**config.mk**
```make
export PLATFORM = sky130hd
export DESIGN_NAME = legendre_polynomial_eval_unit
export DESIGN_NICKNAME = d
export VERILOG_FILES = /design/src/rtl/core/lpe_pkg.sv /design/src/rtl/core/lpe_sequencer.sv /design/src/rtl/core/lpe_datapath.sv /design/src/rtl/core/legendre_polynomial_eval_unit.sv
export SDC_FILE = /design/constraint.sdc
export NUM_CORES = 2
export LEC_CHECK = 0
export BUFFER_PORTS_ARGS = -buffer_cell sky130_fd_sc_hd__buf_4
export CORE_MARGIN = 2
export CORE_UTILIZATION = 50
export CTS_CLUSTER_DIAMETER = 100
export DETAILED_ROUTE_END_ITERATION = 8
export GPL_TIMING_DRIVEN = 0
export PLACE_DENSITY_LB_ADDON = 0.08
export SETUP_SLACK_MARGIN = 0.15
export SLEW_MARGIN = 20
export SYNTH_ARGS = -nofsm -noshare
export SYNTH_HDL_FRONTEND = slang
export SYNTH_MEMORY_MAX_BITS = 65536
export SYNTH_SLANG_ARGS = --single-unit
```
**constraint.sdc**
```tcl
create_clock -name clk -period 10.95 [get_ports clk]
set_clock_uncertainty 0.2 [all_clocks]
set_input_delay 0.5475 -clock clk [delete_from_list [all_inputs] [get_ports clk]]
set_output_delay 0.5475 -clock clk [all_outputs]
set_load 0.02 [all_outputs]
```
**src/rtl/core/lpe_pkg.sv**
```systemverilog
package lpe_pkg;

  // Number format: signed fixed point, FRAC_BITS fractional bits, 1.0 = 2**FRAC_BITS.
  localparam int FRAC_BITS = 14;
  localparam int MAX_ORDER = 31;

  // Port widths fixed by the interface.
  localparam int ORDER_W = 5;
  localparam int SMP_W   = 16;

  // Values of the recurrence lie in [-1.0, +1.0].
  localparam int VAL_W = FRAC_BITS + 2;
  // Step index k runs up to MAX_ORDER + 1.
  localparam int K_W = $clog2(MAX_ORDER + 2);
  // |(2k-1)*p - (k-1)*prev| stays below 3 * MAX_ORDER * 1.0.
  localparam int MAG_W  = FRAC_BITS + $clog2(3 * MAX_ORDER + 1);
  localparam int TERM_W = MAG_W + 1;
  // Shared multiplier operands and product.
  localparam int MUL_W  = MAG_W + 1;
  localparam int PROD_W = 2 * MUL_W;
  // Reciprocal scale for the divide by k.
  localparam int RECIP_SH = MAG_W;

  localparam logic signed [VAL_W-1:0] ONE_FX = VAL_W'(2 ** FRAC_BITS);
  localparam longint RECIP_ONE = longint'(1) << RECIP_SH;

  // Microprogram counter.
  localparam int UPC_W = 3;
  localparam logic [UPC_W-1:0] UPC_LOOP = UPC_W'(0);
  localparam logic [UPC_W-1:0] UPC_FIN  = UPC_W'(7);

  typedef enum logic [2:0] {
    OP_NOP,  // no datapath action
    OP_MXC,  // prod <= x * cur
    OP_MP,   // prod <= (2k-1) * p, p = prod >> FRAC_BITS toward zero
    OP_MPV,  // acc <= prod, prod <= (k-1) * prev
    OP_TRM,  // term = acc - prod, split into sign and magnitude
    OP_MR,   // prod <= |term| * recip(k)
    OP_MQ,   // q <= prod >> RECIP_SH, prod <= q * k
    OP_COR   // fix up quotient, saturate, advance the recurrence
  } lpe_op_t;

  typedef enum logic [1:0] {
    JC_NEXT,     // fall through
    JC_IF_DONE,  // jump when k exceeds the order
    JC_ALWAYS,   // unconditional jump
    JC_WAIT_OUT  // hold until the output register is free, then finish
  } lpe_jcond_t;

  typedef struct packed {
    lpe_op_t          op;
    lpe_jcond_t       jcond;
    logic [UPC_W-1:0] target;
  } lpe_uinstr_t;

  typedef enum logic {
    ST_IDLE,
    ST_RUN
  } lpe_state_t;

  // Sequencer to datapath.
  typedef struct packed {
    lpe_op_t op;
    logic    finish;
  } lpe_ctrl_t;

  // Datapath to sequencer.
  typedef struct packed {
    logic k_gt_n;
  } lpe_status_t;

  // The control store: one pass of the loop is one recurrence step.
  function automatic lpe_uinstr_t ucode_word(input logic [UPC_W-1:0] upc);
    lpe_uinstr_t w;
    unique case (upc)
      3'd0: w = '{op: OP_MXC, jcond: JC_IF_DONE,  target: UPC_FIN};
      3'd1: w = '{op: OP_MP,  jcond: JC_NEXT,     target: UPC_LOOP};
      3'd2: w = '{op: OP_MPV, jcond: JC_NEXT,     target: UPC_LOOP};
      3'd3: w = '{op: OP_TRM, jcond: JC_NEXT,     target: UPC_LOOP};
      3'd4: w = '{op: OP_MR,  jcond: JC_NEXT,     target: UPC_LOOP};
      3'd5: w = '{op: OP_MQ,  jcond: JC_NEXT,     target: UPC_LOOP};
      3'd6: w = '{op: OP_COR, jcond: JC_ALWAYS,   target: UPC_LOOP};
      3'd7: w = '{op: OP_NOP, jcond: JC_WAIT_OUT, target: UPC_LOOP};
    endcase
    return w;
  endfunction

  // floor(2**RECIP_SH / k) for k >= 2; the estimate is at most one low.
  function automatic logic [MAG_W-1:0] recip_of(input logic [K_W-1:0] k);
    longint r;
    case (k)
      2:  r = RECIP_ONE / 2;   3:  r = RECIP_ONE / 3;   4:  r = RECIP_ONE / 4;
      5:  r = RECIP_ONE / 5;   6:  r = RECIP_ONE / 6;   7:  r = RECIP_ONE / 7;
      8:  r = RECIP_ONE / 8;   9:  r = RECIP_ONE / 9;   10: r = RECIP_ONE / 10;
      11: r = RECIP_ONE / 11;  12: r = RECIP_ONE / 12;  13: r = RECIP_ONE / 13;
      14: r = RECIP_ONE / 14;  15: r = RECIP_ONE / 15;  16: r = RECIP_ONE / 16;
      17: r = RECIP_ONE / 17;  18: r = RECIP_ONE / 18;  19: r = RECIP_ONE / 19;
      20: r = RECIP_ONE / 20;  21: r = RECIP_ONE / 21;  22: r = RECIP_ONE / 22;
      23: r = RECIP_ONE / 23;  24: r = RECIP_ONE / 24;  25: r = RECIP_ONE / 25;
      26: r = RECIP_ONE / 26;  27: r = RECIP_ONE / 27;  28: r = RECIP_ONE / 28;
      29: r = RECIP_ONE / 29;  30: r = RECIP_ONE / 30;  31: r = RECIP_ONE / 31;
      32: r = RECIP_ONE / 32;  33: r = RECIP_ONE / 33;  34: r = RECIP_ONE / 34;
      35: r = RECIP_ONE / 35;  36: r = RECIP_ONE / 36;  37: r = RECIP_ONE / 37;
      38: r = RECIP_ONE / 38;  39: r = RECIP_ONE / 39;  40: r = RECIP_ONE / 40;
      41: r = RECIP_ONE / 41;  42: r = RECIP_ONE / 42;  43: r = RECIP_ONE / 43;
      44: r = RECIP_ONE / 44;  45: r = RECIP_ONE / 45;  46: r = RECIP_ONE / 46;
      47: r = RECIP_ONE / 47;  48: r = RECIP_ONE / 48;  49: r = RECIP_ONE / 49;
      50: r = RECIP_ONE / 50;  51: r = RECIP_ONE / 51;  52: r = RECIP_ONE / 52;
      53: r = RECIP_ONE / 53;  54: r = RECIP_ONE / 54;  55: r = RECIP_ONE / 55;
      56: r = RECIP_ONE / 56;  57: r = RECIP_ONE / 57;  58: r = RECIP_ONE / 58;
      59: r = RECIP_ONE / 59;  60: r = RECIP_ONE / 60;  61: r = RECIP_ONE / 61;
      62: r = RECIP_ONE / 62;  63: r = RECIP_ONE / 63;
      default: r = 0;
    endcase
    return MAG_W'(r);
  endfunction

endpackage

```
**src/rtl/core/lpe_sequencer.sv**
```systemverilog
module lpe_sequencer
  import lpe_pkg::*;
(
  input  logic        clk,
  input  logic        rst,
  input  logic        start,
  input  logic        out_free,
  input  lpe_status_t status,
  output lpe_ctrl_t   ctrl,
  output logic        idle
);

  lpe_state_t       state, state_next;
  logic [UPC_W-1:0] upc, upc_next;
  lpe_uinstr_t      uinstr;

  assign uinstr = ucode_word(upc);

  // Next state and microprogram counter.
  always_comb begin
    state_next = state;
    upc_next   = upc;
    unique case (state)
      ST_IDLE: begin
        if (start) begin
          state_next = ST_RUN;
          upc_next   = UPC_LOOP;
        end
      end
      ST_RUN: begin
        unique case (uinstr.jcond)
          JC_NEXT:     upc_next = upc + UPC_W'(1);
          JC_IF_DONE:  upc_next = status.k_gt_n ? uinstr.target : upc + UPC_W'(1);
          JC_ALWAYS:   upc_next = uinstr.target;
          JC_WAIT_OUT: begin
            if (out_free) begin
              state_next = ST_IDLE;
            end
          end
        endcase
      end
    endcase
  end

  // Outputs.
  always_comb begin
    ctrl.op     = OP_NOP;
    ctrl.finish = 1'b0;
    idle        = 1'b0;
    unique case (state)
      ST_IDLE: idle = 1'b1;
      ST_RUN: begin
        ctrl.op     = uinstr.op;
        ctrl.finish = (uinstr.jcond == JC_WAIT_OUT) && out_free;
      end
    endcase
  end

  always_ff @(posedge clk) begin
    if (rst) begin
      state <= ST_IDLE;
      upc   <= UPC_LOOP;
    end else begin
      state <= state_next;
      upc   <= upc_next;
    end
  end

endmodule

```
**src/rtl/core/lpe_datapath.sv**
```systemverilog
module lpe_datapath
  import lpe_pkg::*;
(
  input  logic                     clk,
  input  logic                     load,
  input  logic signed [SMP_W-1:0]  x_sample,
  input  logic [ORDER_W-1:0]       order,
  input  lpe_ctrl_t                ctrl,
  output lpe_status_t              status,
  output logic signed [VAL_W-1:0]  result
);

  logic signed [VAL_W-1:0]  x_q, prev, cur;
  logic [K_W-1:0]           k, n;
  logic signed [PROD_W-1:0] prod, prod_bias;
  logic signed [TERM_W-1:0] acc, term;
  logic [MAG_W-1:0]         tmag, q, rem, q_fix;
  logic                     tneg;
  logic signed [MUL_W-1:0]  mul_a, mul_b;
  logic signed [VAL_W-1:0]  p_val, x_sat, mag_sat, cur_step;
  logic [K_W:0]             coef_odd;
  logic [K_W-1:0]           order_clamped;

  // Input sample clamped to [-1.0, +1.0].
  always_comb begin
    if (int'(x_sample) > int'(ONE_FX)) begin
      x_sat = ONE_FX;
    end else if (int'(x_sample) < -int'(ONE_FX)) begin
      x_sat = -ONE_FX;
    end else begin
      x_sat = VAL_W'(x_sample);
    end
  end

  assign order_clamped = (K_W'(order) > K_W'(MAX_ORDER)) ? K_W'(MAX_ORDER) : K_W'(order);

  // x * cur scaled back by 1.0, rounded toward zero.
  assign prod_bias = prod + (prod[PROD_W-1] ? PROD_W'(ONE_FX - 1) : PROD_W'(0));
  assign p_val     = VAL_W'(prod_bias >>> FRAC_BITS);
  assign coef_odd  = {k, 1'b0} - (K_W+1)'(1);

  always_comb begin
    mul_a = '0;
    mul_b = '0;
    case (ctrl.op)
      OP_MXC: begin
        mul_a = MUL_W'(x_q);
        mul_b = MUL_W'(cur);
      end
      OP_MP: begin
        mul_a = MUL_W'(coef_odd);
        mul_b = MUL_W'(p_val);
      end
      OP_MPV: begin
        mul_a = MUL_W'(k - K_W'(1));
        mul_b = MUL_W'(prev);
      end
      OP_MR: begin
        mul_a = MUL_W'(tmag);
        mul_b = MUL_W'(recip_of(k));
      end
      OP_MQ: begin
        mul_a = MUL_W'(prod[RECIP_SH +: MAG_W]);
        mul_b = MUL_W'(k);
      end
      default: begin
        mul_a = '0;
        mul_b = '0;
      end
    endcase
  end

  assign term = acc - TERM_W'(prod);

  // Quotient fix-up: the reciprocal estimate is exact or one low.
  assign rem     = tmag - MAG_W'(prod);
  assign q_fix   = q + MAG_W'(rem >= MAG_W'(k));
  assign mag_sat = (q_fix > MAG_W'(ONE_FX)) ? ONE_FX : VAL_W'(q_fix);
  assign cur_step = tneg ? -mag_sat : mag_sat;

  always_ff @(posedge clk) begin
    if (load) begin
      x_q  <= x_sat;
      prev <= ONE_FX;
      cur  <= (order_clamped == K_W'(0)) ? ONE_FX : x_sat;
      k    <= K_W'(2);
      n    <= order_clamped;
    end else begin
      case (ctrl.op)
        OP_MXC, OP_MP, OP_MR: prod <= mul_a * mul_b;
        OP_MPV: begin
          acc  <= TERM_W'(prod);
          prod <= mul_a * mul_b;
        end
        OP_TRM: begin
          tneg <= term[TERM_W-1];
          tmag <= MAG_W'(term[TERM_W-1] ? -term : term);
        end
        OP_MQ: begin
          q    <= prod[RECIP_SH +: MAG_W];
          prod <= mul_a * mul_b;
        end
        OP_COR: begin
          prev <= cur;
          cur  <= cur_step;
          k    <= k + K_W'(1);
        end
        default: ;
      endcase
    end
  end

  assign status.k_gt_n = k > n;
  assign result        = cur;

endmodule

```
**src/rtl/core/legendre_polynomial_eval_unit.sv**
```systemverilog
// Legendre polynomial evaluator. Each word on the input channel is a sample x in signed
// fixed point with 14 fractional bits (16384 is 1.0); values outside [-1, 1] are clamped.
// Each sample yields one output word holding P_n(x) in the same format, clamped to [-1, 1],
// where n is the order register (written through cfg_wr_en / cfg_wr_data while the unit is
// idle). Order 0 returns 1.0 and order 1 returns the clamped x. Higher orders run Bonnet's
// recurrence k*P_k = (2k-1)*x*P_(k-1) - (k-1)*P_(k-2), truncating the product x*P_(k-1) and
// the division by k toward zero and clamping each P_k to [-1, 1]. The unit works on one
// sample at a time: a small microprogram drives one shared 22x22 multiplier, and each
// recurrence step runs three products for the recurrence, a reciprocal multiply and a
// back-multiply for the exact divide by k, plus a subtract step and a fix-up step.
// The last step of a sample is held for as long as the previous result still waits in
// the output register. A new sample is taken as soon as the unit is idle, even while the
// previous result still waits in the output register.
module legendre_polynomial_eval_unit
  import lpe_pkg::*;
(
  input  logic                     clk,
  input  logic                     rst,
  input  logic                     cfg_wr_en,
  input  logic [ORDER_W-1:0]       cfg_wr_data,
  input  logic                     in_valid,
  output logic                     in_ready,
  input  logic signed [SMP_W-1:0]  x_sample,
  output logic                     out_valid,
  input  logic                     out_ready,
  output logic signed [SMP_W-1:0]  poly_value
);

  logic [ORDER_W-1:0]      order;
  logic                    in_accept;
  logic                    out_free;
  logic                    idle;
  lpe_ctrl_t               ctrl;
  lpe_status_t             status;
  logic signed [VAL_W-1:0] result;

  // The order register must only be written between samples; the block does not enforce it.
  always_ff @(posedge clk) begin
    if (rst) begin
      order <= '0;
    end else if (cfg_wr_en) begin
      order <= cfg_wr_data;
    end
  end

  assign in_ready  = idle;
  assign in_accept = in_valid && in_ready;
  // The output register can take a new result when empty or being drained this cycle.
  assign out_free  = !out_valid || out_ready;

  lpe_sequencer u_seq (
    .clk      (clk),
    .rst      (rst),
    .start    (in_accept),
    .out_free (out_free),
    .status   (status),
    .ctrl     (ctrl),
    .idle     (idle)
  );

  lpe_datapath u_dp (
    .clk      (clk),
    .load     (in_accept),
    .x_sample (x_sample),
    .order    (order),
    .ctrl     (ctrl),
    .status   (status),
    .result   (result)
  );

  // Output register: loaded when the microprogram finishes, held until taken.
  always_ff @(posedge clk) begin
    if (rst) begin
      out_valid <= 1'b0;
    end else if (ctrl.finish) begin
      out_valid <= 1'b1;
    end else if (out_ready) begin
      out_valid <= 1'b0;
    end
  end

  always_ff @(posedge clk) begin
    if (ctrl.finish) begin
      poly_value <= SMP_W'(result);
    end
  end

`ifndef ASSERT_OFF
  // A result is only written into a free output register.
  a_finish_free: assert property (@(posedge clk) disable iff (rst)
    ctrl.finish |-> out_free)
    else $error("result written over a pending output word");

  // A finished result shows up on the output next cycle.
  a_finish_shows: assert property (@(posedge clk) disable iff (rst)
    ctrl.finish |=> out_valid)
    else $error("finished result not presented");

  // Once a sample is taken the unit is busy until its result is written.
  a_busy_after_accept: assert property (@(posedge clk) disable iff (rst)
    in_accept |=> !in_ready)
    else $error("unit idle right after accepting a sample");

  // Results stay within [-1.0, +1.0].
  a_out_range: assert property (@(posedge clk) disable iff (rst)
    out_valid |-> (int'(poly_value) <= int'(ONE_FX)) && (int'(poly_value) >= -int'(ONE_FX)))
    else $error("output word outside [-1, 1]");
`endif

endmodule

```
==> impl_metrics.yaml <==
outcome:
  outcome: "completed"
yosys:
  share_of_the_synthesized_area_in_the_top_cell_type_pct: 32.1
  synthDistinctLibCells: 92
  synth.most_common_cell: "inv_1"
  synth_enable_flop_cells: 161
  synth.cell_area_mm2: 0.0314
  yosys-top-cells-count: "inv_1, nand2_1, fa_1, nor2_1, ha_1"
  synthArstFlopShare_pct: 0
  synth.yosys.seq_area_share_pct: 19.2
  mappedNetlistNets: 4169
  synthesis.yosys.warnings: 0
  ys_dominant_reg_cell: "edfxtp_1"
  yosys.area.top_type: "fa_1"
  synthTopCellsByArea: "fa_1, edfxtp_1, ha_1"
  ys_ff_latch: 220
  synth_cells: 3411
  post_synth.cell_area_avg_um2: 9.19
sta:
  max-slew-margin-rel_pct: 22.9
  fmaxAchievable_mhz: 93.9
  slew_viol_final: 0
  tightestPinTransition_ns: 1.15
  finish_stage_setup_viols: 0
  layout_setup_ws_ns: 0.297
  unrepaired_setup_endpoints_after_global_routing: "no"
  timing.final.hold_violations: 0
  period_needed_ns: 10.65
  final_critical_path_share_of_the_clock_period_pct: 97.3
worst_setup_path:
  critical_path.endpoint_type: "flop"
  startpoint_type: "flop"
  crit_path_max_fanout: 10
  cp_data_arrival_time_ns: 10.72
  worst_path_largest_cell_delay_ns: 0.61
  cell_occurring_most_often_along_the_worst_timing_path: "fa_1"
  timing_worst_setup_path_type: "reg -> reg"
  required_ns: 11.02
  crit_path_top_delay_cell: "nand4_1"
routing:
  met2RoutedLength_um: 49800
  top_layer: "met5"
  number_of_drc_violations_after_detailed_routing_iteration_0: 2512
  postRouteWirelength_um: 107000
  routed_wire_length_per_instance_um: 24.6
  routed_length_on_met1_um: 42200
  met3_layer_wire_length_in_the_routed_design_um: 9810
  detail-route-antenna-nets: 0
  drt-pass1-iter-count: 6
  via_count: 25900
  vias_per_cell: 5.94
  drcViolationCount: 0
clocking:
  cts_htree_levels: 1
  path_clk_slew_ns: 0.06
  cts-root-to-sink-buffers: 3
  worstSkewPairLatency_ns: 0.57
  clock_tree_from_tritoncts: "done"
  clk_root_buffer_cell: "clkbuf_16"
  cts_inserted_buffers: 26
  cts.sinks: 220
global_routing:
  first_pass_grt_wire_length_um: 163000
  grt_antenna_before_repair: 3
  global_route_usage_over_all_layers_pct: 34.2
  grt_max_degree: 31
  grt.overflow.total: 0
  number_of_global_route_vias_before_repair: 26500
final_layout:
  post_layout_nonfiller_instances: 4362
  nNetsFinal: 4262
  layout-drive-gt1-share_pct: 6.33
  filler_cell_count: 5761
  layout-area-overhead-vs-synth_pct: 8.60
  multi_input_comb_area_mm2: 0.0227
  ff_latch_area_mm2: 0.00602
  final_cell_area_mm2: 0.0341
die:
  effective_utilization_at_floorplan_pct: 50.7
  ioPinCount: 44
  core_region_area_mm2: 0.0618
  die-width_um: 254
  std_cell_rows: 91
  fp.dieArea_mm2: 0.0647
  die_height_um: 254
placement:
  hpwl_um: 88000
  replace_congestion: 1.00
  place_inst: 4295
  placedInstanceArea_mm2: 0.0329
  io_buffer_count: 42
  dp_worst_setup_slack_ns: -1.21
power_and_ir_drop:
  powerDensity_mw_per_mm2: 133
  ir_worst_vdd_mv: 0.108
  total_leakage_power_nw: 15.6
flow_run:
  max_cap_violations: 0
min_path:
  hp-class: "in -> reg"
-- placed cells by master (no fill, tap or decap), types with 12 or more instances in the layout --
cell type  count
a211oi_1      25
a21o_1        37
a21oi_1      114
a221o_1       12
a22o_1        13
a22oi_1       14
a31oi_1       18
and2_1        38
and3_1        23
and4_1        18
buf_2         16
buf_4         60
clkbuf_1     100
clkbuf_16     26
clkbuf_2      31
dfxtp_1       59
edfxtp_1     161
fa_1         502
ha_1         229
inv_1        591
nand2_1      530
nand2b_1      25
nand3_1       42
nand4_1       30
nor2_1       248
nor2b_1       12
nor3_1        37
o211ai_1      17
o21a_1        17
o21ai_0       69
o21bai_1      13
xnor2_1       96
xor2_1        48
-- per-stage QoR --
stage / TNS [ns] / power (mW) / hold slack (ns) / util (%)
3_5_place_dp: -3.17 / 3.60 / 0.245 / 53.2
3_3_place_gp: -12.66 / 3.54 / 0.241 / 52.9
5_1_grt: 0 / 4.83 / 0.0197 / 55.1
4_1_cts: 0 / 4.48 / 0.00113 / 54.8
6_report: 0 / 4.53 / 0.0202 / 55.1
2_1_floorplan: 0 / 2.77 / 0.221 / -
-- sequential cells by signal (all words and copies together), names as in the netlist, 3 cells and up, named ones only --
| signal | cells |
|---|---|
| u_dp.result | 16 |
| order | 5 |
| u_seq.upc | 3 |
| u_dp.n | 5 |
| u_dp.k | 6 |
| u_dp.acc | 22 |
| u_seq.uinstr | 6 |
| u_dp.x_q | 16 |
| u_dp.prev | 16 |
| u_dp.tmag | 21 |
| u_dp.q | 21 |
| poly_value | 16 |
| u_dp.prod | 43 |
-- where the power goes --
group	leakage, nW	total, mW	switching, mW	internal [mW]
combinational	13.3	2.50	1.61	0.890
sequential	1.99	1.18	0.113	1.07
clock	0.384	0.845	0.372	0.473
total	15.6	4.53	2.10	2.43
-- cell type report --
type                            instances  share of cell area (%)
Multi-Input combinational cell       2443                    66.7
Sequential cell                       220                    17.7
Inverter                              597                    6.58
Tap cell                              837                    3.08
Clock buffer                           37                    2.06
Buffer                                151                    1.91
Timing Repair Buffer                   65                    1.64
Clock inverter                         10                   0.316
Antenna cell                            2                  0.0147
-- cells by family (layout without fill, tap and decap cells) --
kind of cell               count (synthesis)  count (layout)  synth area share (%)
other                                      0               2                     0
AOI/OAI and AO/OA                        484             484                  10.7
muxes                                     13              13                 0.423
xor gates and xnor gates                 147             147                  4.15
buffers and inverters                    748             860                  9.03
DFF                                      220             220                  19.2
adders and majority gates                732             732                  41.3
and+or+nand+nor                         1067            1067                  15.3
-- worst paths after layout --
path                                        startpoint                        end  slack, ns  depth (start not counted)
worst max-delay path            u_dp.k[0]$_SDFFE_PP0P_    u_dp.prod[28]$_DFFE_PP_       0.30                         30
worst min-delay path                               rst  u_seq.upc[2]$_SDFFE_PP0P_       0.02                          2
worst max register to register  u_dp.k[0]$_SDFFE_PP0P_    u_dp.prod[28]$_DFFE_PP_       0.30                         30
worst min register to register   order[0]$_SDFFE_PP0P_        u_dp.n[0]$_DFFE_PP_       0.26                          0
-- routing by layer --
| metal | vias up | global-route usage, % |
|---|---|---|
| met3 | 293 | 6.60 |
| met4 | 2 | 15.3 |
| met2 | 1292 | 54.9 |
| met1 | 13100 | 45.2 |
| met5 | - | 0 |
| li1 | 11200 | - |
-- repair_timing --
item / in CTS / in global routing
hold buffers: 1 / 0
hold endpoints to repair: 1 / 0
gates resized for setup: 37 / 54
setup buffers: 11 / 6
pin swaps: 4 / 3
setup endpoints to repair: 13 / 6
-- critical path, delay by kind of cell, from the launching register on --
family	cells	cell delay (ns)
adders and majority gates	9	4.02
buffers and inverters	9	2.21
AOI/OAI and AO/OA	7	2.00
and+or+nand+nor	4	1.05
DFF	1	0.49
xor gates and xnor gates	1	0.37
Note: power is estimated with default switching activity, not from simulation.
